<file path="config.mk">
export PLATFORM = sky130hd
export DESIGN_NAME = pacr_ctrl
export DESIGN_NICKNAME = d
export VERILOG_FILES = /design/src/sv/pacr_pkg.sv /design/src/sv/pacr_ctrl.sv
export VERILOG_INCLUDE_DIRS = /design/src /design/src/sv
export SDC_FILE = /design/constraint.sdc
export NUM_CORES = 1
export LEC_CHECK = 0
export BUFFER_PORTS_ARGS = -buffer_cell sky130_fd_sc_hd__buf_2
export CORE_AREA = 2 2 39 41
export DETAILED_ROUTE_END_ITERATION = 8
export DIE_AREA = 0 0 41 43
export GPL_TIMING_DRIVEN = 0
export SYNTH_ARGS = -nofsm -noshare
export SYNTH_HDL_FRONTEND = slang
export SYNTH_SLANG_ARGS = --single-unit
</file>
<file path="constraint.sdc">
create_clock -name aclk -period 1.4 [get_ports aclk]
set_input_delay 0.07 -clock aclk [delete_from_list [all_inputs] [get_ports aclk]]
set_output_delay 0.07 -clock aclk [all_outputs]
set_load 0.005 [all_outputs]
</file>
<file path="src/sv/assert_macros.svh">
// Assertion macros shared by the replacement policy modules
`ifndef ASSERT_MACROS_SVH
`define ASSERT_MACROS_SVH

// Same-cycle implication, clocked on aclk, off while aresetn is low
`define AST_IMP(label, ante, cons) \
    label: assert property (@(posedge aclk) disable iff (!aresetn) (ante) |-> (cons)) \
        else $error("same-cycle check failed");

// Next-cycle implication, clocked on aclk, off while aresetn is low
`define AST_NXT(label, ante, cons) \
    label: assert property (@(posedge aclk) disable iff (!aresetn) (ante) |=> (cons)) \
        else $error("next-cycle check failed");

`endif

</file>
<file path="src/sv/pacr_pkg.sv">
// Types, constants and codes of the phase-adaptive replacement policy
`default_nettype none
package pacr_pkg;

    localparam int NUM_SETS   = 2048;
    localparam int NUM_WAYS   = 16;
    localparam int HIST_DEPTH = 8;

    localparam int SET_W   = $clog2(NUM_SETS);
    localparam int WAY_W   = $clog2(NUM_WAYS);
    localparam int PTR_W   = $clog2(HIST_DEPTH);
    localparam int CNT_W   = $clog2(HIST_DEPTH + 1);
    localparam int CLR_W   = SET_W + 1;
    localparam int ADDR_W  = 64;
    localparam int STAMP_W = 32;
    localparam int SCORE_W = 16;
    localparam int THR_W   = 4;
    localparam int SEED_W  = 16;
    localparam int APB_AW  = 3;

    localparam logic [STAMP_W-1:0] STAMP_MAX     = '1;
    localparam logic [SCORE_W-1:0] SCORE_MAX     = '1;
    localparam logic [SCORE_W:0]   HIT_BONUS     = (SCORE_W+1)'(2);
    localparam logic [SCORE_W-1:0] SPATIAL_SCORE = SCORE_W'(2);
    localparam logic [SEED_W-1:0]  LFSR_TAPS     = 16'hB400;
    localparam logic [THR_W-1:0]   RST_THRESHOLD = 4'd6;
    localparam logic [SEED_W-1:0]  RST_SEED      = 16'd44257;

    // Register indexes, selected by paddr[2]
    localparam logic REG_THRESHOLD = 1'b0;
    localparam logic REG_SEED      = 1'b1;

    typedef logic [HIST_DEPTH-1:0][ADDR_W-1:0]  hist_row_t;
    typedef logic [NUM_WAYS-1:0][STAMP_W-1:0]   stamp_row_t;
    typedef logic [NUM_WAYS-1:0][SCORE_W-1:0]   score_row_t;

    typedef enum logic [1:0] {
        MODE_LRU     = 2'd0,
        MODE_REUSE   = 2'd1,
        MODE_SPATIAL = 2'd2
    } mode_t;

    typedef struct packed {
        logic [PTR_W-1:0]   hptr;
        logic [PTR_W-1:0]   sptr;
        logic [1:0]         mode;
        logic [THR_W-1:0]   disagree;
        logic [STAMP_W-1:0] max_stamp;
    } meta_t;

    typedef enum logic [2:0] {
        ST_CLEAR,
        ST_IDLE,
        ST_READ,
        ST_EVAL,
        ST_WRITE
    } state_t;

    typedef struct packed {
        logic clear;
        logic accept;
        logic eval;
        logic write;
    } ctrl_cmd_t;

    typedef struct packed {
        logic clear_done;
        logic result_pending;
        logic out_busy;
    } dp_status_t;

    typedef struct packed {
        logic [THR_W-1:0]  threshold;
        logic              seed_load;
        logic [SEED_W-1:0] seed;
    } cfg_t;

endpackage
`default_nettype wire

</file>
<file path="src/sv/pacr_ctrl.sv">
// Controller state machine: clearing pass, accept, read, evaluate, write back
`default_nettype none
`include "assert_macros.svh"
module pacr_ctrl (
    input  wire logic                aclk,
    input  wire logic                aresetn,
    input  wire logic                s_valid,
    output      logic                s_ready,
    input  wire pacr_pkg::dp_status_t status,
    output      pacr_pkg::ctrl_cmd_t  cmd_o
);
    import pacr_pkg::*;

    state_t state_reg, state_next;

    always_ff @(posedge aclk) begin
        if (!aresetn) begin
            state_reg <= ST_CLEAR;
        end else begin
            state_reg <= state_next;
        end
    end

    always_comb begin
        state_next = state_reg;
        cmd_o      = '0;
        s_ready    = 1'b0;
        case (state_reg)
            ST_CLEAR: begin
                cmd_o.clear = 1'b1;
                if (status.clear_done) begin
                    state_next = ST_IDLE;
                end
            end
            ST_IDLE: begin
                s_ready = 1'b1;
                if (s_valid) begin
                    cmd_o.accept = 1'b1;
                    state_next   = ST_READ;
                end
            end
            ST_READ: begin
                state_next = ST_EVAL;
            end
            ST_EVAL: begin
                cmd_o.eval = 1'b1;
                // an item that ends a run holds while a finished result still occupies the output
                if (!(status.result_pending && status.out_busy)) begin
                    state_next = ST_WRITE;
                end
            end
            ST_WRITE: begin
                cmd_o.write = 1'b1;
                state_next  = ST_IDLE;
            end
            default: begin
                state_next = ST_CLEAR;
            end
        endcase
    end

    `AST_NXT(a_accept_read, cmd_o.accept, state_reg == ST_READ)
    `AST_NXT(a_write_idle, state_reg == ST_WRITE, state_reg == ST_IDLE)
    `AST_IMP(a_clear_blocks, state_reg == ST_CLEAR, !s_ready)

endmodule
`default_nettype wire

</file>
# Word level (Yosys, flattened, before mapping)
# Index checks and enable logic that the tools add are counted.
word_totals:
  ff_bits: 3
  input_bits: 6
  output_inout_bits: 5
  wordCells: 21
op_classes:
  eq_ne: 7
  n_mux: 10
  reduce_logical: 3
op_table:
  columns: ["op", "n"]
  rows:
  - ["$pmux 3 s5", 1]
  - ["$mux 3", 3]
  - ["$eq 3x2->1 const B", 2]
  - ["$mux 1", 6]
  - ["$ne 2x2->1 const B", 3]
  - ["$eq 3x1->1 const B", 1]
  - ["$eq 3x3->1 const B", 1]
  - ["$logic_not 3->1", 1]
  - ["$reduce_and 3->1", 1]
  - ["$logic_and 1x1->1", 1]

# Longest topological paths before layout
logic_depth:
  ltp_word: 3
  ltp_mapped: 4
  mapped_depth_nobuf: 3

# Worst setup path after synthesis
# No wires, ideal clock.
synth_timing:
  path_type: "register to register"
  from: "register state_reg[1]"
  to: "register state_reg[0]"
  setup_time_ns: 0.120
  arrival_time_ns: 1.013
  required_ns: 1.280
  slack_ns: 0.266
  stages_incl_launch_ff: 5
  path_buffers: 1
  synth_period_minus_slack_ns: 1.134
  cell_sequence: "dfxtp_1 buf_6 or4_1 nand3_1 a21oi_1"
synth_via:
  elab_chain_cells: 3
  word_cells_on_any_way: 10
  classes_between: "7 x eq/ne; 1 x mux; 2 x reduce/logical"
synth_lines:
  columns: ["element", "line", "text"]
  rows:
  - ["start: declaration", "pacr_ctrl.sv:14", "state_t state_reg, state_next;"]
  - ["start signal: assignment", "pacr_ctrl.sv:20", "state_reg <= state_next;"]
  - ["$eq 3x2->1, or another cell as far along", "pacr_ctrl.sv:28", "case (state_reg)"]
  - ["$ne 2x2->1 (no source line)", null, null]
  - ["$reduce_and 3->1 (no source line)", null, null]
# Several ways; a longest one is shown, not always the timed one.
# A chain may end at the register's enable or synchronous reset.

==> flow_metrics.tcl <==
set metrics [dict create \
    place_congestion 0.764 \
    antenna_found_initial 0 \
    drt-pass1-iter-count 1 \
    clock_skew_ns 0.000742 \
    synthesis.area_sq_um 175 \
    drive_gt1_frac 0.457 \
    crit_required_ns 1.33 \
    vias 195 \
    worstSkewPairLatency_ns 0.23 \
    grt_start_max_net_pins 11 \
    crit_chain "clkbuf_2 -> nor3b_1 -> and2_1 -> buf_2" \
    viasPerCell 3.82 \
    fin_crit_ns 1.25 \
    fin_crit_sh 0.893 \
    wirelength_microns 386 \
    critPathLaunchType "flip-flop" \
    max-cap-violations 0 \
    synth_nets 27 \
    nets 42 \
    stdcell_count 51 \
    clk_transition_reported_paths_ns 0.04 \
    area_delta_synth_final_pct 55.0 \
    dieWidth_microns 41 \
    clock_sinks 3 \
    slowest_stage "dfxtp_1" \
    synth_cell_type_count 16 \
    die_h_microns 43 \
    numCtsBuffers 3 \
    p_leak_nw 0.133 \
    holdCritPathClass "in -> reg" \
    yosysSeqAreaShare 0.343 \
    cts_root_buf "clkbuf_4" \
    finalPower_mw 0.303 \
    placementRows 14 \
    hold_viol_final 0 \
    coreArea_sq_mm 0.00138 \
    drt_iter0_markers 0 \
    drv_slew 0 \
    hpwl_microns 308 \
    rsz0062_at_grt "false" \
    grt_pass1_vias 161 \
    io_pins 11 \
    relSlewSlack 0.864 \
    cts.hold.buffers_added 0 \
    end_kind "output port" \
    remaining_drc_errors 0 \
    ys_warn_count 0 \
    arrival_ns 1.18 \
    portBuffers 10 \
    grtUsageTotal 0.0572 \
    finalSetupTns_ns 0 \
    cts_buffer_depth 2 \
    post_drt_wl_per_cell_microns 7.57 \
    synth-seq-cells 3 \
    largest_register_ffs 3 \
    cts_max_level 1 \
    grt.overflow.total 0 \
    grt_pass1_wl_microns 572 \
    synth_cells 21 \
    timing.fmax_ghz 0.800 \
    start_util 0.127 \
    tightest_slew_ns 0.204 \
    die_area_sq_mm 0.00176 \
    cts_resized 0 \
    finalSetupViolCount 0 \
    dp.cells 47 \
    ant_nets 0 \
    power.density_mw_per_mm2 1120 \
    worst_slack_ns 0.150 \
    place_ws_ns 0.240 \
    avgSynthCellArea_sq_um 8.34 \
    cts_setup_buffers 0 \
    crit_fanout 9 \
    cts_tree "built" \
    setup.worst_path.class "reg -> out" \
    antenna_cells 0 \
    status "complete, no violations" \
    ir_drop_uv 200 \
    slowest_delay_ns 0.29 \
]
## worst max-delay path: cells and delay by family (launching register included)
kind / cells / cell delay, ns
AND/OR/NAND/NOR: 2 / 0.38
flip-flops: 1 / 0.29
buffers and inverters: 2 / 0.27
## Yosys cell counts
library cell  n  area (sq um)
dfxtp_1       3          60.1
a21oi_1       2          10.0
nand3_1       2          10.0
nor3b_1       2          15.0
a31oi_1       1          6.26
and2_1        1          6.26
and3_1        1          6.26
and3b_2       1          10.0
buf_6         1          11.3
clkbuf_2      1          5.00
nand2_1       1          3.75
nor2_1        1          3.75
nor3_1        1          5.00
nor4bb_1      1          10.0
o21ai_0       1          5.00
or4_1         1          7.51
## cell families (layout without fill, tap and decap cells)
logic type             after synthesis  count (layout)  share of synthesized area
AOI/OAI and AO/OA                    4               4                      0.121
and+or+nand+nor                     12              12                      0.443
buffers and inverters                2              16                     0.0928
DFF                                  3               3                      0.343
## placed cells by master (no fill, tap or decap), types with 2 or more instances in the layout
cell type / count
nand3_1: 2
clkbuf_4: 3
dfxtp_1: 3
buf_2: 10
nor3b_1: 2
a21oi_1: 2
## layer usage
| metal | GRT usage | part of all wire | vias up |
|---|---|---|---|
| met5 | 0 | 0 | - |
| met4 | 0.100 | 0 | 0 |
| met3 | 0.0419 | 0.088 | 0 |
| met2 | 0.0563 | 0.46 | 7 |
| met1 | 0.0513 | 0.45 | 83 |
| li1 | - | - | 105 |
## stage by stage
| stage | area [sq um] | util | hold WS [ns] |
|---|---|---|---|
| global route | 272 | 0.196 | 0.105 |
| finish | 272 | 0.196 | 0.0890 |
| detailed placement | 245 | 0.177 | 0.329 |
| global placement | 245 | 0.177 | 0.330 |
| floorplan | 175 | - | 0.198 |
| CTS | 272 | 0.196 | 0.0796 |
## final cells by class
class / instances / area [sq um]
Clock buffer: 4 / 26.3
Multi-Input combinational cell: 16 / 98.8
Timing Repair Buffer: 10 / 50.0
Buffer: 2 / 16.3
Tap cell: 16 / 20.0
Fill cell: 166 / 1110
Sequential cell: 3 / 60.1
## where the power goes
part / internal, mW / total, mW / switching [mW]
registers: 0.0919 / 0.0941 / 0.00217
clock network: 0.107 / 0.150 / 0.0430
logic: 0.0311 / 0.0591 / 0.0280
total: 0.230 / 0.303 / 0.0731
## worst paths after layout
path / slack [ns] / cells after the start / endpoint / startpoint
setup reg to reg: 0.24 / 4 / state_reg[0]$_SDFFE_PN0P_ / state_reg[1]$_SDFFE_PN0P_
hold reg to reg: 0.53 / 1 / state_reg[1]$_SDFFE_PN0P_ / state_reg[2]$_SDFFE_PN0P_
hold / removal: 0.09 / 3 / state_reg[0]$_SDFFE_PN0P_ / aresetn
setup / recovery: 0.15 / 4 / cmd_o[2] / state_reg[0]$_SDFFE_PN0P_
No activity file was read; power rests on OpenSTA's default activity.
